[config.mk]
export PLATFORM = sky130hd
export DESIGN_NAME = gpio_serial_rtc_port
export DESIGN_NICKNAME = d
export VERILOG_FILES = /design/src/sv/gsrp_pkg.sv /design/src/sv/gsrp_engine.sv /design/src/sv/gpio_serial_rtc_port.sv
export SDC_FILE = /design/constraint.sdc
export NUM_CORES = 1
export LEC_CHECK = 0
export BUFFER_PORTS_ARGS = -buffer_cell sky130_fd_sc_hd__buf_2
export CAP_MARGIN = 30
export CORE_MARGIN = 2
export CORE_UTILIZATION = 40
export DETAILED_ROUTE_END_ITERATION = 7
export GPL_TIMING_DRIVEN = 0
export SYNTH_ARGS = -nofsm -noshare
export SYNTH_HDL_FRONTEND = slang
export SYNTH_SLANG_ARGS = --single-unit
[constraint.sdc]
create_clock -name clk -period 6 [get_ports clk]
set_input_delay 1.2 -clock clk [delete_from_list [all_inputs] [get_ports clk]]
set_output_delay 1.2 -clock clk [all_outputs]
set_load 0.01 [all_outputs]
[src/sv/gsrp_pkg.sv]
// shared types, register codes and bcd helpers for the serial rtc gpio port
`default_nettype none

package gsrp_pkg;

	localparam int PORT_W   = 4;
	localparam int POS_W    = 7;
	localparam int CMD_W    = 8;
	localparam int LATCH_W  = 56;
	localparam int CTRL_W   = 8;
	localparam int WVAL_W   = 16;

	localparam logic [POS_W-1:0] POS_MAX = 7'd127;
	localparam logic [POS_W-1:0] POS_CMD_END = 7'd8;
	localparam logic [POS_W-1:0] POS_LATCH_END = 7'd56;

	localparam logic [3:0] CMD_NO_FLIP = 4'h6;
	localparam int HOUR_MODE_BIT = 6;

	localparam int PIN_SCK = 0;
	localparam int PIN_SIO = 1;
	localparam int PIN_CS  = 2;

	typedef enum logic {
		OP_READ  = 1'b0,
		OP_WRITE = 1'b1
	} op_t;

	typedef enum logic [1:0] {
		SEL_DATA      = 2'd0,
		SEL_DIRECTION = 2'd1,
		SEL_RD_ENABLE = 2'd2,
		SEL_UNMAPPED  = 2'd3
	} sel_t;

	typedef enum logic [1:0] {
		PH_READY = 2'd0,
		PH_CMD   = 2'd1,
		PH_READ  = 2'd2,
		PH_WRITE = 2'd3
	} phase_t;

	typedef enum logic [2:0] {
		RTC_REG_CONTROL  = 3'd1,
		RTC_REG_DATETIME = 3'd2,
		RTC_REG_TIME     = 3'd3
	} rtc_reg_t;

	typedef struct packed {
		logic              op;
		logic [1:0]        reg_sel;
		logic [WVAL_W-1:0] write_value;
		logic [6:0]        year;
		logic [3:0]        month;
		logic [4:0]        day;
		logic [2:0]        weekday;
		logic [4:0]        hour;
		logic [5:0]        minute;
		logic [5:0]        second;
	} item_t;

	typedef struct packed {
		logic [PORT_W-1:0] read_data;
		logic [PORT_W-1:0] pin_state;
		logic [1:0]        phase;
	} result_t;

	// tens and units of a value below 128, tens by reciprocal multiply
	function automatic logic [7:0] to_bcd(input logic [6:0] v);
		logic [17:0] prod;
		logic [3:0]  tens;
		logic [6:0]  units;
		prod  = 18'(v) * 18'd205;
		tens  = prod[14:11];
		units = v - (7'(tens) * 7'd10);
		return {tens, units[3:0]};
	endfunction

	function automatic logic [7:0] flip8(input logic [7:0] a);
		logic [7:0] b;
		for (int i = 0; i < 8; i++) begin
			b[7-i] = a[i];
		end
		return b;
	endfunction

endpackage

`default_nettype wire

[src/sv/gsrp_engine.sv]
// port registers and serial rtc transfer logic, one item per step
`default_nettype none

module gsrp_engine (
	input  wire logic                          clk,
	input  wire logic                          arst_n,
	input  wire logic                          step,
	input  wire gsrp_pkg::item_t               item,
	input  wire logic [gsrp_pkg::CTRL_W-1:0]   rtc_control,
	output      gsrp_pkg::result_t             result
);
	import gsrp_pkg::*;

	logic [PORT_W-1:0]  port_q, port_d, port_drv;
	logic [PORT_W-1:0]  dir_q, dir_d;
	logic               re_q, re_d;
	phase_t             phase_q, phase_d;
	logic [POS_W-1:0]   pos_q, pos_d, pos_inc;
	logic [CMD_W-1:0]   cmd_q, cmd_d, cmd_acc, cmd_fin;
	logic [LATCH_W-1:0] latch_q, latch_d, latch_new;

	logic drive, rise_cs, fall_cs, rise_sck, cmd_done, out_bit;
	logic [4:0]  hr;
	logic [23:0] tim;
	logic [31:0] date;
	logic [PORT_W-1:0] rd;

	assign drive = (item.op == OP_WRITE) && (item.reg_sel == SEL_DATA);
	assign port_drv = (port_q & ~dir_q) | (item.write_value[PORT_W-1:0] & dir_q);
	assign rise_cs  = drive && !port_q[PIN_CS] && port_drv[PIN_CS];
	assign fall_cs  = drive && port_q[PIN_CS] && !port_drv[PIN_CS];
	assign rise_sck = drive && !port_q[PIN_SCK] && port_drv[PIN_SCK];

	assign pos_inc  = pos_q + 7'd1;
	assign cmd_acc  = cmd_q | (8'(port_drv[PIN_SIO]) << pos_q[2:0]);
	assign cmd_fin  = (cmd_acc[7:4] != CMD_NO_FLIP) ? flip8(cmd_acc) : cmd_acc;
	assign cmd_done = rise_sck && (pos_inc >= POS_CMD_END);

	always_comb begin
		if (rtc_control[HOUR_MODE_BIT]) begin
			hr = item.hour;
		end else if (item.hour >= 5'd24) begin
			hr = item.hour - 5'd24;
		end else if (item.hour >= 5'd12) begin
			hr = item.hour - 5'd12;
		end else begin
			hr = item.hour;
		end
	end

	assign date = {to_bcd(7'(item.weekday)), to_bcd(7'(item.day)),
		to_bcd(7'(item.month)), to_bcd(item.year)};
	assign tim  = {to_bcd(7'(item.second)), to_bcd(7'(item.minute)), to_bcd(7'(hr))};

	always_comb begin
		unique case (cmd_fin[3:1])
			RTC_REG_CONTROL:  latch_new = LATCH_W'(rtc_control);
			RTC_REG_DATETIME: latch_new = {tim, date};
			RTC_REG_TIME:     latch_new = LATCH_W'(tim);
			default:          latch_new = '0;
		endcase
	end

	assign out_bit = (pos_q < POS_LATCH_END) ? latch_q[pos_q[5:0]] : 1'b0;

	// next phase
	always_comb begin
		phase_d = phase_q;
		unique case (phase_q)
			PH_READY: if (rise_cs && port_drv[PIN_SCK]) phase_d = PH_CMD;
			PH_CMD: begin
				if (cmd_done) begin
					phase_d = cmd_fin[0] ? PH_READ : PH_WRITE;
				end
			end
			PH_READ:  if (fall_cs) phase_d = PH_READY;
			PH_WRITE: if (fall_cs) phase_d = PH_READY;
			default:  phase_d = PH_READY;
		endcase
	end

	// port and transfer data
	always_comb begin
		port_d  = drive ? port_drv : port_q;
		dir_d   = dir_q;
		re_d    = re_q;
		pos_d   = pos_q;
		cmd_d   = cmd_q;
		latch_d = latch_q;
		if (item.op == OP_WRITE) begin
			case (item.reg_sel)
				SEL_DIRECTION: dir_d = item.write_value[PORT_W-1:0];
				SEL_RD_ENABLE: re_d  = item.write_value[0];
				default: ;
			endcase
		end
		unique case (phase_q)
			PH_READY: begin
				if (rise_cs && port_drv[PIN_SCK]) begin
					pos_d   = '0;
					cmd_d   = '0;
					latch_d = '0;
				end
			end
			PH_CMD: begin
				if (rise_sck) begin
					if (cmd_done) begin
						pos_d = '0;
						cmd_d = cmd_fin;
						if (cmd_fin[0]) latch_d = latch_new;
					end else begin
						pos_d = pos_inc;
						cmd_d = cmd_acc;
					end
				end
			end
			PH_READ: begin
				if (rise_sck) begin
					port_d[PIN_SIO] = out_bit;
					if (pos_q < POS_MAX) pos_d = pos_inc;
				end
			end
			default: ;
		endcase
	end

	always_comb begin
		rd = '0;
		if (item.op == OP_READ && re_q) begin
			case (item.reg_sel)
				SEL_DATA:      rd = port_q & ~dir_q;
				SEL_DIRECTION: rd = dir_q;
				SEL_RD_ENABLE: rd = PORT_W'(re_q);
				default:       rd = '0;
			endcase
		end
	end

	assign result.read_data = rd;
	assign result.pin_state = port_d;
	assign result.phase     = phase_d;

	always_ff @(posedge clk or negedge arst_n) begin
		if (!arst_n) begin
			port_q  <= '0;
			dir_q   <= '0;
			re_q    <= 1'b0;
			phase_q <= PH_READY;
			pos_q   <= '0;
			cmd_q   <= '0;
			latch_q <= '0;
		end else if (step) begin
			port_q  <= port_d;
			dir_q   <= dir_d;
			re_q    <= re_d;
			phase_q <= phase_d;
			pos_q   <= pos_d;
			cmd_q   <= cmd_d;
			latch_q <= latch_d;
		end
	end

endmodule

`default_nettype wire

[src/sv/gpio_serial_rtc_port.sv]
// top level of the cartridge gpio port fronting a three-wire serial rtc
//
// each bus access enters as one item on the item channel (item_valid /
// item_stall) and gives exactly one result item on the result channel
// (result_valid / result_stall): read data, pin state after the access and
// the transfer phase.
// an item is registered on entry and worked on against the port state once
// it advances, which waits while a held result is stalled; its result is then
// registered and drives result_valid. one item is taken every cycle while the
// receiver keeps result_stall low.
// when the receiver stalls, the waiting result holds and the one item in the
// input register waits behind it; item_stall rises only once both are full.
// the clock control byte is written through ctrl_wr_en / ctrl_wr_data, by the
// user only while no access is in flight; the block does not enforce this.
// reset clears the port data, direction and read-enable bits, returns the
// transfer to the ready phase, clears the command, shift latch and control
// byte, and empties both registers.
`default_nettype none

module gpio_serial_rtc_port (
	input  wire logic        clk,
	input  wire logic        arst_n,
	input  wire logic        item_valid,
	output      logic        item_stall,
	input  wire logic        op,
	input  wire logic [1:0]  reg_sel,
	input  wire logic [15:0] write_value,
	input  wire logic [6:0]  year,
	input  wire logic [3:0]  month,
	input  wire logic [4:0]  day,
	input  wire logic [2:0]  weekday,
	input  wire logic [4:0]  hour,
	input  wire logic [5:0]  minute,
	input  wire logic [5:0]  second,
	output      logic        result_valid,
	input  wire logic        result_stall,
	output      logic [3:0]  read_data,
	output      logic [3:0]  pin_state,
	output      logic [1:0]  phase,
	input  wire logic        ctrl_wr_en,
	input  wire logic [7:0]  ctrl_wr_data
);
	import gsrp_pkg::*;

	logic              vld_s1, vld_s2, adv, load;
	item_t             item_s1;
	result_t           res_comb, res_s2;
	logic [CTRL_W-1:0] rtc_control_q;

	assign adv        = vld_s1 && (!vld_s2 || !result_stall);
	assign item_stall = vld_s1 && !adv;
	assign load       = item_valid && !item_stall;

	always_ff @(posedge clk or negedge arst_n) begin
		if (!arst_n) begin
			vld_s1        <= 1'b0;
			vld_s2        <= 1'b0;
			rtc_control_q <= '0;
		end else begin
			if (load) begin
				vld_s1 <= 1'b1;
			end else if (adv) begin
				vld_s1 <= 1'b0;
			end
			if (adv) begin
				vld_s2 <= 1'b1;
			end else if (!result_stall) begin
				vld_s2 <= 1'b0;
			end
			if (ctrl_wr_en) begin
				rtc_control_q <= ctrl_wr_data;
			end
		end
	end

	always_ff @(posedge clk) begin
		if (load) begin
			item_s1 <= '{op: op, reg_sel: reg_sel, write_value: write_value,
				year: year, month: month, day: day, weekday: weekday,
				hour: hour, minute: minute, second: second};
		end
		if (adv) begin
			res_s2 <= res_comb;
		end
	end

	gsrp_engine u_engine (
		.clk         (clk),
		.arst_n      (arst_n),
		.step        (adv),
		.item        (item_s1),
		.rtc_control (rtc_control_q),
		.result      (res_comb)
	);

	assign result_valid = vld_s2;
	assign read_data    = res_s2.read_data;
	assign pin_state    = res_s2.pin_state;
	assign phase        = res_s2.phase;

endmodule

`default_nettype wire
# Word level (Yosys, flattened, before mapping)
# Cells that the tools add are included.
# op_classes
addsub	9
mul	12
magnitude_cmp	6
n_eq_ne	16
shift	1
muxes	36
bitwise_logic	6
n_reduce_logical	32
# op_table
cell	n
$mux W56	4
$pmux W55 S3	1
$pmux W56 S2	1
$mux W7	5
$mux W8	4
$mul A6 B8 Y14 const B	2
$mul A5 B8 Y13 const B	2
$sub A4 B4 Y4	6
$pmux W7 S3	1
$pmux W8 S2	1
$mul A7 B8 Y15 const B	1
$mux W5	3
$ne A2 B1 Y1 const B	7
$logic_and A1 B1 Y1	13
$mul A4 B8 Y12 const B	1
$pmux W4 S3	1
$reduce_and A6 Y1	2
$mux W1	9
$and A4 B4 Y4	2
$or A8 B8 Y8	1
$shl A1 B3 Y8	1
$add A7 B1 Y7 const B	1
$ge A7 B4 Y1 const B	1
$logic_not A1 Y1	7
other kinds (30)	41
# word_totals
ff_bits	145
out_inout_bits	12
wordCells	141

# Longest topological paths before layout
# Gate-level depths: netlist (run 1).
# logic_depth
depth_word	13
depth_mapped	24
depth_no_buf	24

# By module
# From an unflattened synthesis (run 1), not the netlist that was laid out.
# unflattened
cells_unflattened	924
hier_area_um2	10500.1
# modules_own_cells
module	n_inst	cells_each	area_per_inst_um2	seq_area_each_um2
gsrp_engine	1	834	8130.3	1776.7
gpio_serial_rtc_port	1	90	2369.8	2202.1

# Least setup slack after synthesis (run 1)
# No wires, ideal clock.
# synth_path
path_kind	register to register
start	register item_s1[15] (netlist bit)
end	register u_engine.latch_q[3]
setup_ps	73
t_arrival_ps	5149
t_required_ps	5927
path_slack_ps	778
stages_incl_launch_ff	24
path_buffers	0
period_less_slack_ps	5222
cell_sequence	edfxtp_1 -> ha_1 -> or3b_1 -> a21boi_0 -> o21ai_0 -> a22oi_1 -> inv_1 -> ha_1 -> ha_1 -> fa_1 -> ha_1 -> a21oi_1 -> o211ai_1 -> a211o_1 -> or3_4 -> nand2_4 -> xor2_1 -> ha_1 -> inv_1 -> fa_1 -> xor2_1 -> xnor3_1 -> o21a_1 -> a21oi_2
# synth_via
elab_chain_len	12
elab_cells_between_ends	15
cone_classes	add/sub: 3; mul: 2; order compare: 2; mux: 8
# synth_rtl
element	line	rtl
start: declaration	gpio_serial_rtc_port.sv:46	item_t item_s1;
start signal: assignment	gpio_serial_rtc_port.sv:78	item_s1 <= '{op: op, reg_sel: reg_sel, write_value: write_value,
$sub A5 B4 Y5 / $ge A5 B4 Y1 (equally long branches)	gsrp_engine.sv:45, gsrp_engine.sv:44	
$mux W5	gsrp_engine.sv:44	end else if (item.hour >= 5'd12) begin
$mux W5	gsrp_engine.sv:42	end else if (item.hour >= 5'd24) begin
$mux W5 (*)	gsrp_engine.sv:40	if (rtc_control[HOUR_MODE_BIT]) begin
$mul A5 B8 Y13	gsrp_pkg.sv:73	prod = 18'(v) * 18'd205;
$mul A2 B3 Y3	gsrp_pkg.sv:75	units = v - (7'(tens) * 7'd10);
$sub A4 B4 Y4 (*)	gsrp_pkg.sv:75	
$pmux W55 S3 (*)	gsrp_engine.sv:56	unique case (cmd_fin[3:1])
$mux W56 (*)	gsrp_engine.sv:110	if (cmd_fin[0]) latch_d = latch_new;
$mux W56 (*)	gsrp_engine.sv:107	if (cmd_done) begin
$mux W56 (*)	gsrp_engine.sv:106	if (rise_sck) begin
$pmux W56 S2 (*)	gsrp_engine.sv:97	unique case (phase_q)
end signal: assignment	gsrp_engine.sv:159	latch_q <= latch_d;
end: declaration	gsrp_engine.sv:20	logic [LATCH_W-1:0] latch_q, latch_d, latch_new;
# Mark *: on every way between the ends. The rest lies on a longest branch, timed or not. The select of a mux whose other input is x is not followed.
# A chain may end at the register's enable or synchronous reset.

# Final worst setup path (run 1)
# layout_path
start	register item_s1[14] (netlist bit)
end	register u_engine.latch_q[3]
# The elaborated chain is that of the path after synthesis.

==> flow_metrics.py, run 1 <==
metrics = {
    "sta": {
        "grt_setup_unrepaired": "false",
        "timing.final.ws_setup_ps": 376,
        "max-slew-margin-rel_pct": 54.0,
        "final.period_utilization_pct": 93.7,
        "finalSetupViolCount": 0,
        "setup_tns_ps": 0,
        "report.final.hold_viol_count": 0,
        "maxSlewViolCount": 0,
        "final.min_clock_period_ps": 5620,
        "actual_slew_at_the_worst_max_slew_pin_ps": 689,
        "clock-skew-final_ps": 10.0,
        "max_freq_ghz": 0.178,
    },
    "detailed_routing": {
        "drt_first_pass_iters": 5,
        "remaining_drc_errors": 0,
        "postRouteAntennaNets": 0,
        "via_count": 7114,
        "vias_per_cell": 5.24,
        "detailedRoute.firstIterationViolations": 407,
        "drt-wirelength-per-cell_um": 15.7,
        "finalWirelength_mm": 21.3,
    },
    "logic_synthesis": {
        "mappedNetlistNets": 1180,
        "dominantRegCellSynth": "sky130_fd_sc_hd__dfrtp_1",
        "synth-async-reset-ratio_pct": 60.4,
        "synth_top_cell_area_share_pct": 20.4,
        "number_of_flops_mapped_to_enable_cells_by_yosys": 53,
        "synthDistinctLibCells": 77,
        "synth.ff_latch_count": 134,
        "seq_area_frac_synth_pct": 36.4,
        "netlist_instances": 929,
        "synth.area.top_cells": "sky130_fd_sc_hd__dfrtp_1, sky130_fd_sc_hd__ha_1, sky130_fd_sc_hd__edfxtp_1",
        "synthDominantAreaCellType": "sky130_fd_sc_hd__dfrtp_1",
        "synth.yosys.warnings": 0,
        "postSynthAreaPerCell_um2": 10.7,
        "synth.cell_area_um2": 9930,
    },
    "global_routing": {
        "grt_antenna_before_repair": 0,
        "pin_count_of_the_biggest_net_entering_global_routing": 54,
        "globalRouteOverflowTotal": 0,
        "grt_pass1_vias": 7175,
        "wire_length_of_the_first_global_routing_pass_mm": 36.0,
        "globalRouteTotalUtil_pct": 17.3,
    },
    "worst_setup_path": {
        "startpoint_type": "flip-flop",
        "timing.critical_path.to_type": "flip-flop",
        "crit_top_cell": "sky130_fd_sc_hd__ha_1",
        "worst_ep_required_time_ps": 6350,
        "cp_cell_sequence": "inv_1 > ha_1 > and4bb_1 > o32a_2 > o311a_1 > a221oi_1 > ha_1 > fa_1 > ha_1 > a21oi_1 > o211ai_1 > a211o_1 > or3_4 > nand2_4 > xor2_2 > ha_1 > inv_1 > fa_1 > xor2_1 > xnor3_1 > o21a_1 > a21oi_2",
        "r2r_setup_slack_ps": 380,
        "worstReg2RegEnd": "u_engine.latch_q[3]",
        "timing.reg2reg.worst_path_depth": 22,
        "timing.rr.start": "item_s1[14]",
        "cp_top_family": "compound AO/OA/AOI/OAI gates",
        "slowest_delay_ps": 420,
        "critical_path_arrival_ps": 5980,
        "timing.critical_path.fanout_max": 5,
        "critical_path_buf_inv_count": 2,
        "critical_path_class": "reg2reg",
        "crit_cells": 22,
        "worst_path_max_delay_cell": "sky130_fd_sc_hd__edfxtp_1",
    },
    "final_layout": {
        "antenna-diode-count": 0,
        "final_net_count": 1271,
        "finish.utilization_pct": 46.7,
        "synthToLayoutAreaGrowth_pct": 14.3,
        "drive_gt1_share_pct": 16.7,
        "instances_no_fill": 1357,
    },
    "min_path": {
        "holdCritStartpoint": "item_s1[18]",
        "min_to": "u_engine.latch_q[25]",
        "hold-path-cell-count": 1,
        "hold_path.class": "reg2reg",
    },
    "clock_tree": {
        "clock_tree.buffer_depth": 2,
        "clk_pin_slew_worst_paths_ps": 60,
        "skew_pair_late_insertion_delay_ps": 430,
        "tritoncts": "yes",
        "hold_buffers": 0,
        "clock_tree.root_cell": "sky130_fd_sc_hd__clkbuf_16",
        "cts_made_buffers": 17,
        "number_of_sinks_on_the_clock_net": 134,
        "cts_max_level": 4,
    },
    "power": {
        "clockPowerShare_pct": 29.9,
        "p_seq_share_pct": 32.3,
        "power-per-cell-area_nw_per_um2": 310,
        "power.share.switching_pct": 37.0,
        "net-switching-power_w": 0.00130,
        "max-vdd-ir-drop_mv": 0.159,
        "power.static_leakage_nw": 5.33,
        "power_frac_comb_pct": 37.8,
        "power_report.internal_total_w": 0.00222,
    },
    "die": {
        "die_height_um": 162,
        "floorplan.die.width_um": 162,
        "core_area_um2": 24300,
        "fp.dieArea_um2": 26100,
        "io_pins": 80,
        "placement_rows": 57,
        "initial_utilization_pct": 40.8,
    },
    "placement": {
        "place.detailed.instances": 1321,
        "dpl.hpwl_mm": 16.3,
        "pre_cts_slack_ps": 70.9,
        "globalplace.congestion": 0.863,
        "io_buffers": 66,
    },
    "run": {
        "maxCapViolCount": 0,
    },
    "status": {
        "outcome": "complete, no violations",
    },
}
## sequential cells by signal, indices dropped and copies added, names as in the netlist
| name | flops |
|---|---|
| u_engine.phase_q | 2 |
| u_engine.dir_q | 4 |
| vld_s1 | 1 |
| result_valid | 1 |
| read_data | 4 |
| u_engine.pos_q | 7 |
| u_engine.cmd_q | 8 |
| u_engine.port_q | 4 |
| u_engine.latch_q | 45 |
| u_engine.re_q | 1 |
| item_s1 | 43 |
| rtc_control_q | 8 |
| phase | 2 |
| pin_state | 4 |
## Yosys cell counts (6+ instances only)
master                     count
sky130_fd_sc_hd__and2_1        7
sky130_fd_sc_hd__buf_2         8
sky130_fd_sc_hd__inv_1       100
sky130_fd_sc_hd__nand2b_1      7
sky130_fd_sc_hd__xnor2_1      22
sky130_fd_sc_hd__ha_1        154
sky130_fd_sc_hd__nor2_1       38
sky130_fd_sc_hd__dfrtp_1      81
sky130_fd_sc_hd__clkbuf_1     18
sky130_fd_sc_hd__a21oi_1      41
sky130_fd_sc_hd__mux2_2       24
sky130_fd_sc_hd__mux2i_1      15
sky130_fd_sc_hd__nand3_1      12
sky130_fd_sc_hd__xor2_1       11
sky130_fd_sc_hd__fa_1         29
sky130_fd_sc_hd__nand2_1      74
sky130_fd_sc_hd__nor2b_1       6
sky130_fd_sc_hd__a22o_1       19
sky130_fd_sc_hd__mux4_2        8
sky130_fd_sc_hd__a21o_1        7
sky130_fd_sc_hd__o21ai_0      59
sky130_fd_sc_hd__a22oi_1      11
sky130_fd_sc_hd__o31ai_1       7
sky130_fd_sc_hd__edfxtp_1     53
sky130_fd_sc_hd__or2_2         9
## cell families after synthesis
group	count (synthesis)	share of synthesized area [%]
buffers and inverters	129	5.05
AOI/OAI and AO/OA	212	14.4
muxes	47	6.05
DFF	134	36.4
adders and majority gates	183	25.3
and+or+nand+nor	189	9.48
xor gates and xnor gates	35	3.36
## how the worst max path moves through the flow
stage	start	to	slack, ps
3_3_place_gp	item_s1[15]	u_engine.latch_q[3]	160
2_1_floorplan	item_s1[15]	u_engine.latch_q[3]	780
4_1_cts	item_s1[15]	u_engine.latch_q[3]	30
5_1_grt	item_s1[14]	u_engine.latch_q[3]	30
3_5_place_dp	item_s1[15]	u_engine.latch_q[3]	70
6_report	item_s1[14]	u_engine.latch_q[3]	380
## per-layer routing
layer / routed length (um) / vias to the layer above / GRT usage, %
li1: - / 3530 / -
met1: 10100 / 3413 / 23.7
met2: 10100 / 150 / 28.1
met3: 806 / 21 / 2.72
met5: 0 / - / 0
met4: 286 / 0 / 5.19
## layout make-up
type | count | area, um2
Clock buffer | 17 | 425
Timing Repair Buffer | 72 | 410
Tap cell | 324 | 405
Buffer | 28 | 123
Sequential cell | 134 | 3620
Multi-Input combinational cell | 666 | 5830
Clock inverter | 15 | 161
Fill cell | 2259 | 13000
Inverter | 101 | 379
## per-stage QoR
stage                     instance area [um2]  total power, W  hold WS (ps)
final                                   11400         0.00352           471
after CTS                               11300         0.00354           477
after detailed placement                10700         0.00247           463
after global placement                  10700         0.00245           450
after global routing                    11400         0.00378           507
after floorplan                          9930         0.00213           443
## power by group through the flow
stage | logic (W) | clock network (W) | registers [W]
finish | 0.00133 | 0.00105 | 0.00114
global route | 0.00152 | 0.00111 | 0.00115
CTS | 0.00134 | 0.00107 | 0.00114
detailed placement | 0.00132 | 0 | 0.00115
global placement | 0.00129 | 0 | 0.00115
floorplan | 0.000994 | 0 | 0.00113
## repair_timing
item / in CTS / in global routing
endpoints found under the hold margin: 0 / 0
setup buffers: 0 / 4
gates resized for setup: 0 / 3
endpoints found under the setup margin: 0 / 3
## layout by cell type, fill, tap and decap left out, drive strengths merged, types with 29 or more instances in the layout
| cell | count |
|---|---|
| a21oi | 42 |
| nand2 | 75 |
| inv | 109 |
| edfxtp | 53 |
| fa | 29 |
| nor2 | 38 |
| clkbuf | 35 |
| ha | 154 |
| buf | 82 |
| o21ai | 61 |
| dfrtp | 81 |
## worst reg2reg max path, stage by stage (launching register included)
cell                       delay, ps
sky130_fd_sc_hd__edfxtp_1        420
sky130_fd_sc_hd__inv_1           130
sky130_fd_sc_hd__ha_1            210
sky130_fd_sc_hd__and4bb_1        210
sky130_fd_sc_hd__o32a_2          360
sky130_fd_sc_hd__o311a_1         160
sky130_fd_sc_hd__a221oi_1        420
sky130_fd_sc_hd__ha_1            340
sky130_fd_sc_hd__fa_1            370
sky130_fd_sc_hd__ha_1            300
sky130_fd_sc_hd__a21oi_1         160
sky130_fd_sc_hd__o211ai_1        140
sky130_fd_sc_hd__a211o_1         300
sky130_fd_sc_hd__or3_4           350
sky130_fd_sc_hd__nand2_4          90
sky130_fd_sc_hd__xor2_2          200
sky130_fd_sc_hd__ha_1            180
sky130_fd_sc_hd__inv_1            50
sky130_fd_sc_hd__fa_1            370
sky130_fd_sc_hd__xor2_1          200
sky130_fd_sc_hd__xnor3_1         290
sky130_fd_sc_hd__o21a_1          210
sky130_fd_sc_hd__a21oi_2          90
No activity file was read; power rests on OpenSTA's default activity.
==> inputs of run 2 (changes only) <==
--- a/config.mk
+++ b/config.mk
@@ -13,4 +13,5 @@
 export GPL_TIMING_DRIVEN = 0
 export SYNTH_ARGS = -nofsm -noshare
 export SYNTH_HDL_FRONTEND = slang
+export SYNTH_HIERARCHICAL = 1
 export SYNTH_SLANG_ARGS = --single-unit
==> run 2 against run 1 <==
Clock-buffer cell count unchanged. Die area up 2.1%. Sequential power about the same. Global-route usage up 0.21 points. Clock skew up 3.6 ps. Combinational power about the same. Hold slack worse by 1.1 ps. Clock power about the same. Via count up 1.0%. Wire length up 3.4%. Critical path type unchanged. Critical endpoint is now u_engine/latch_q[2]. Largest cell class unchanged.
==> flow_metrics.py, run 2 <==
metrics = {
    "final_layout": {
        "top_regs": "u_engine/latch_q: 45 flops, item_s1: 43 flops",
        "multi_input_area_um2": 6030,
        "largest_reg_flops": 45,
        "final_net_count": 1258,
        "layout_common_cells": "sky130_fd_sc_hd__ha_1, sky130_fd_sc_hd__inv_1, sky130_fd_sc_hd__dfrtp_1",
        "largest-register": "u_engine/latch_q",
        "antenna-diode-count": 0,
        "fill_cell_count": 2354,
        "synthToLayoutAreaGrowth_pct": 14.3,
        "drive_gt1_share_pct": 18.4,
        "seqCellArea_um2": 3620,
        "layout.cells.most_common": "sky130_fd_sc_hd__ha_1",
    },
    "global_routing": {
        "globalRouteTotalUtil_pct": 17.5,
        "globalRouteOverflowTotal": 0,
        "pin_count_of_the_biggest_net_entering_global_routing": 44,
        "global_route.usage.met2_pct": 28.6,
        "grt_pass1_vias": 7187,
        "met1_track_utilization_from_global_routing_pct": 23.4,
        "grt-busiest-layer": "met2",
        "wire_length_of_the_first_global_routing_pass_mm": 36.5,
        "grt_antenna_before_repair": 0,
        "gr-usage-met3_pct": 3.35,
    },
    "logic_synthesis": {
        "mappedNetlistNets": 1164,
        "synth.cell_area_um2": 10100,
        "netlist_instances": 912,
        "postSynthAreaPerCell_um2": 11.1,
        "synth.yosys.warnings": 6,
    },
    "power": {
        "power-per-cell-area_nw_per_um2": 304,
        "max-vdd-ir-drop_mv": 0.174,
        "power.static_leakage_nw": 5.45,
        "net-switching-power_w": 0.00130,
        "power.share.switching_pct": 36.9,
        "power_frac_comb_pct": 38.1,
        "p_seq_share_pct": 32.2,
        "clockPowerShare_pct": 29.7,
        "power_report.internal_total_w": 0.00222,
    },
    "sta": {
        "clock-skew-final_ps": 13.6,
        "max-slew-margin-rel_pct": 43.3,
        "final.period_utilization_pct": 93.6,
        "timing.final.ws_setup_ps": 386,
        "max_freq_ghz": 0.178,
        "actual_slew_at_the_worst_max_slew_pin_ps": 846,
        "maxSlewViolCount": 0,
        "finalSetupViolCount": 0,
        "report.final.hold_viol_count": 0,
        "final.min_clock_period_ps": 5610,
        "setup_tns_ps": 0,
        "grt_setup_unrepaired": "false",
    },
    "clock_tree": {
        "tritoncts": "yes",
        "cts_made_buffers": 17,
        "skew_pair_late_insertion_delay_ps": 430,
        "clock_tree.buffer_depth": 2,
        "number_of_sinks_on_the_clock_net": 134,
        "clock_tree.root_cell": "sky130_fd_sc_hd__clkbuf_16",
        "clk_pin_slew_worst_paths_ps": 60,
        "cts_max_level": 4,
    },
    "status": {
        "outcome": "complete, no violations",
    },
    "detailed_routing": {
        "drt_first_pass_iters": 7,
        "finalWirelength_mm": 22.0,
        "vias_per_cell": 5.33,
        "via_count": 7185,
        "detailedRoute.firstIterationViolations": 373,
        "remaining_drc_errors": 0,
        "drt-wirelength-per-cell_um": 16.3,
        "postRouteAntennaNets": 0,
    },
    "worst_setup_path": {
        "critical_path_arrival_ps": 5910,
        "timing.critical_path.fanout_max": 5,
        "timing.critical_path.to_type": "flip-flop",
        "startpoint_type": "flip-flop",
        "worst_ep_required_time_ps": 6300,
        "critical_path_class": "reg2reg",
    },
    "run": {
        "maxCapViolCount": 0,
    },
    "die": {
        "floorplan.die.width_um": 163,
        "fp.dieArea_um2": 26600,
        "placement_rows": 58,
        "initial_utilization_pct": 40.5,
        "core_area_um2": 25000,
        "die_height_um": 163,
        "io_pins": 80,
    },
    "placement": {
        "globalplace.congestion": 0.827,
        "dpl.hpwl_mm": 17.1,
        "io_buffers": 66,
        "pre_cts_slack_ps": 3.30,
    },
    "min_path": {
        "hold_path.class": "reg2reg",
    },
}
run 2: final timing paths:
| check | end | start | slack (ps) | cells after the start |
|---|---|---|---|---|
| setup / recovery | u_engine/latch_q[2] | item_s1[14] | 390 | 22 |
| hold / removal | u_engine/latch_q[24] | item_s1[17] | 470 | 1 |
| setup reg to reg | u_engine/latch_q[2] | item_s1[14] | 390 | 22 |
| hold reg to reg | u_engine/latch_q[24] | item_s1[17] | 470 | 1 |
| max in group asynchronous | u_engine/latch_q[19] | arst_n | 4620 | 2 |
| min in group asynchronous | u_engine/cmd_q[7] | arst_n | 770 | 1 |
run 2: area by class of cell:
type / count / area share [%]
Timing Repair Buffer: 75 / 3.74
Multi-Input combinational cell: 659 / 52.0
Clock buffer: 17 / 3.67
Sequential cell: 134 / 31.2
Buffer: 22 / 1.29
Tap cell: 330 / 3.56
Clock inverter: 15 / 1.35
Inverter: 97 / 3.14
run 2: through the flow:
| stage | util, % | cells | total power [W] | area (um2) | hold WS (ps) |
|---|---|---|---|---|---|
| final | 46.3 | 1349 | 0.00352 | 11600 | 470 |
| after global routing | 46.3 | 1349 | 0.00378 | 11600 | 492 |
| after CTS | 46.0 | 1343 | 0.00355 | 11500 | 474 |
| after detailed placement | 43.7 | 1311 | 0.00248 | 10900 | 455 |
| after global placement | 43.5 | 1308 | 0.00245 | 10900 | 451 |
| after floorplan | - | 912 | 0.00212 | 10100 | 442 |
run 2: timing repair:
| action | 4_1_cts | 5_1_grt |
|---|---|---|
| buffers inserted | 0 | 6 |
| hold buffers | 0 | 0 |
| endpoints found under the setup margin | 1 | 3 |
| gates resized for setup | 1 | 4 |
| pin swaps | 0 | 1 |
run 2: layer usage:
metal,routed length [um],vias up,share of wire [%]
li1,-,3548,-
met1,10300,3469,47
met2,10500,142,48
met3,819,26,3.7
met4,399,0,1.8
met5,0,-,0
run 2: worst max-delay path, cell delays in order (launching register included):
cell and delay, ps:
sky130_fd_sc_hd__edfxtp_1 420, sky130_fd_sc_hd__inv_1 110, sky130_fd_sc_hd__ha_1 200, sky130_fd_sc_hd__nor4bb_4 140, sky130_fd_sc_hd__buf_4 170, sky130_fd_sc_hd__or4_1 470
sky130_fd_sc_hd__o311a_1 210, sky130_fd_sc_hd__inv_2 120, sky130_fd_sc_hd__and2_1 150, sky130_fd_sc_hd__nor2_1 50, sky130_fd_sc_hd__ha_1 250, sky130_fd_sc_hd__fa_1 410
sky130_fd_sc_hd__ha_1 300, sky130_fd_sc_hd__a21o_1 190, sky130_fd_sc_hd__a211o_1 300, sky130_fd_sc_hd__a2111o_1 400, sky130_fd_sc_hd__o221ai_2 200, sky130_fd_sc_hd__xnor3_2 310
sky130_fd_sc_hd__ha_1 190, sky130_fd_sc_hd__inv_1 60, sky130_fd_sc_hd__fa_1 450, sky130_fd_sc_hd__a221oi_1 270, sky130_fd_sc_hd__o21ai_0 110
run 2: power by group through the flow:
stage	Combinational, W	Sequential (W)	Clock, W
after floorplan	0.000983	0.00113	0
after global placement	0.00130	0.00115	0
after detailed placement	0.00133	0.00115	0
after CTS	0.00134	0.00113	0.00108
after global routing	0.00152	0.00115	0.00112
final	0.00134	0.00113	0.00105
==> inputs of run 3 (changes only) <==
--- a/config.mk
+++ b/config.mk
@@ -11,6 +11,7 @@
 export CORE_UTILIZATION = 40
 export DETAILED_ROUTE_END_ITERATION = 7
 export GPL_TIMING_DRIVEN = 0
+export PLACE_DENSITY = 0.59
 export SYNTH_ARGS = -nofsm -noshare
 export SYNTH_HDL_FRONTEND = slang
 export SYNTH_HIERARCHICAL = 1
==> run 3 against run 2 <==
Register-to-register slack worse by 110 ps. Non-clock buffer count unchanged. Utilization increased by 0.18 points. Cell count unchanged. Critical path depth fell by 1. Cell area grew 0.39%. Sequential share of layout area is 0.12 points lower. Highest routed layer unchanged.
==> flow_metrics.py, run 3 (same netlist as run 2, synthesis figures left out) <==
metrics = {
    "detailed_routing": {
        "finalWirelength_mm": 22.3,
        "detailedRoute.firstIterationViolations": 381,
        "remaining_drc_errors": 0,
        "via_count": 7208,
        "drt_first_pass_iters": 5,
        "postRouteAntennaNets": 0,
        "drt-wirelength-per-cell_um": 16.5,
        "vias_per_cell": 5.34,
    },
    "sta": {
        "final_hold_slack_ps": 465,
        "final.min_clock_period_ps": 5730,
        "max_freq_ghz": 0.175,
        "final.period_utilization_pct": 95.5,
        "finalSetupViolCount": 0,
        "report.final.hold_viol_count": 0,
        "actual_slew_at_the_worst_max_slew_pin_ps": 869,
        "maxSlewViolCount": 0,
        "max-slew-margin-rel_pct": 41.8,
        "timing.final.ws_setup_ps": 273,
        "clock-skew-final_ps": 14.0,
    },
    "global_routing": {
        "pin_count_of_the_biggest_net_entering_global_routing": 48,
        "wire_length_of_the_first_global_routing_pass_mm": 36.9,
        "globalRouteOverflowTotal": 0,
        "globalRouteTotalUtil_pct": 17.6,
        "grt_pass1_vias": 7163,
        "grt_antenna_before_repair": 0,
    },
    "worst_setup_path": {
        "timing.critical_path.to_type": "flip-flop",
        "critical_path_class": "reg2reg",
        "timing.critical_path.fanout_max": 6,
        "worst_ep_required_time_ps": 6290,
        "startpoint_type": "flip-flop",
        "critical_path_arrival_ps": 6020,
    },
    "die": {
        "fp.dieArea_um2": 26600,
        "io_pins": 80,
        "core_area_um2": 25000,
        "placement_rows": 58,
        "initial_utilization_pct": 40.5,
        "floorplan.die.width_um": 163,
        "die_height_um": 163,
    },
    "placement": {
        "dpl.hpwl_mm": 17.2,
        "post_dp_cell_area_um2": 10900,
        "pre_cts_slack_ps": 99.0,
        "globalplace.congestion": 0.836,
        "io_buffers": 66,
    },
    "final_layout": {
        "drive_gt1_share_pct": 18.7,
        "seqCellArea_um2": 3620,
        "antenna-diode-count": 0,
        "final_cell_area_um2": 11600,
        "top_regs": "u_engine/latch_q: 45 flops, item_s1: 43 flops",
        "layout.cells.most_common": "sky130_fd_sc_hd__ha_1",
        "multi_input_area_um2": 6040,
        "layout_common_cells": "sky130_fd_sc_hd__ha_1, sky130_fd_sc_hd__inv_1, sky130_fd_sc_hd__dfrtp_1",
        "largest_reg_flops": 45,
        "fill_cell_count": 2345,
        "synthToLayoutAreaGrowth_pct": 14.7,
        "final_net_count": 1258,
        "largest-register": "u_engine/latch_q",
    },
    "clock_tree": {
        "tritoncts": "yes",
        "cts_made_buffers": 17,
        "skew_pair_late_insertion_delay_ps": 430,
        "cts_max_level": 4,
        "clk_pin_slew_worst_paths_ps": 60,
        "clock_tree.root_cell": "sky130_fd_sc_hd__clkbuf_16",
        "number_of_sinks_on_the_clock_net": 134,
        "clock_tree.buffer_depth": 2,
    },
    "power": {
        "power.share.switching_pct": 35.9,
        "net-switching-power_w": 0.00128,
        "max-vdd-ir-drop_mv": 0.182,
        "clockPowerShare_pct": 30.7,
        "p_seq_share_pct": 31.7,
        "power.static_leakage_nw": 5.47,
        "power-per-cell-area_nw_per_um2": 308,
        "power_report.internal_total_w": 0.00230,
        "power_frac_comb_pct": 37.6,
    },
    "status": {
        "outcome": "complete, no violations",
    },
    "run": {
        "maxCapViolCount": 0,
    },
    "min_path": {
        "hold_path.class": "reg2reg",
    },
}
[run 3: repair_timing]
item                       4_1_cts  5_1_grt
setup endpoints to repair        0        5
gates resized for setup          0        8
buffers inserted                 0        6
hold buffers                     0        0
[run 3: area by class of cell]
type / count / area share (%)
multi-input cells: 659 / 51.9
flip-flops and latches: 134 / 31.1
repair buffers: 75 / 3.72
clock buffers: 17 / 3.66
well taps: 330 / 3.55
inverters: 97 / 3.13
clock inverters: 15 / 1.64
plain buffers: 22 / 1.28
[run 3: stage by stage]
step | cells | power [W] | utilization [%] | TNS [ps]
6_report | 1349 | 0.00358 | 46.5 | 0
3_5_place_dp | 1311 | 0.00248 | 43.7 | 0
5_1_grt | 1349 | 0.00384 | 46.5 | -38.1
2_1_floorplan | 912 | 0.00212 | - | 0
4_1_cts | 1343 | 0.00360 | 46.2 | 0
3_3_place_gp | 1308 | 0.00246 | 43.5 | 0
[run 3: per-layer routing]
metal	GRT usage, %	up-vias	share of wire, %
met5	0	-	0
met1	23.7	3478	46
met4	4.59	0	0.93
li1	-	3543	-
met2	29.4	171	49
met3	3.00	16	4.0
[run 3: power groups by stage]
| stage | registers [W] | logic [W] | clock network [W] |
|---|---|---|---|
| finish | 0.00114 | 0.00135 | 0.00110 |
| CTS | 0.00114 | 0.00134 | 0.00113 |
| detailed placement | 0.00115 | 0.00133 | 0 |
| global route | 0.00115 | 0.00151 | 0.00118 |
| floorplan | 0.00113 | 0.000983 | 0 |
| global placement | 0.00115 | 0.00130 | 0 |
[run 3: final timing paths]
path	slack, ps	startpoint	cells after the start	end
worst max-delay path	270	item_s1[14]	21	u_engine/latch_q[2]
worst min-delay path	470	item_s1[19]	1	u_engine/latch_q[26]
worst max register to register	270	item_s1[14]	21	u_engine/latch_q[2]
worst min register to register	470	item_s1[19]	1	u_engine/latch_q[26]
max in group asynchronous	4640	arst_n	2	u_engine/latch_q[50]
min in group asynchronous	750	arst_n	1	u_engine/port_q[3]
[run 3: critical path: stages, from the launching register on]
cell and delay [ps]:
sky130_fd_sc_hd__edfxtp_1 440, sky130_fd_sc_hd__buf_4 150, sky130_fd_sc_hd__ha_1 160, sky130_fd_sc_hd__or3b_1 430, sky130_fd_sc_hd__a21boi_0 240, sky130_fd_sc_hd__o31ai_2 120
sky130_fd_sc_hd__a22o_2 340, sky130_fd_sc_hd__and2_1 180, sky130_fd_sc_hd__nor2_1 120, sky130_fd_sc_hd__ha_2 300, sky130_fd_sc_hd__fa_1 400, sky130_fd_sc_hd__ha_1 200
sky130_fd_sc_hd__a21o_1 160, sky130_fd_sc_hd__a211o_1 300, sky130_fd_sc_hd__a2111o_1 400, sky130_fd_sc_hd__o221ai_2 200, sky130_fd_sc_hd__xnor3_2 350, sky130_fd_sc_hd__ha_1 200
sky130_fd_sc_hd__inv_1 60, sky130_fd_sc_hd__fa_1 460, sky130_fd_sc_hd__a221oi_1 270, sky130_fd_sc_hd__o21ai_0 110
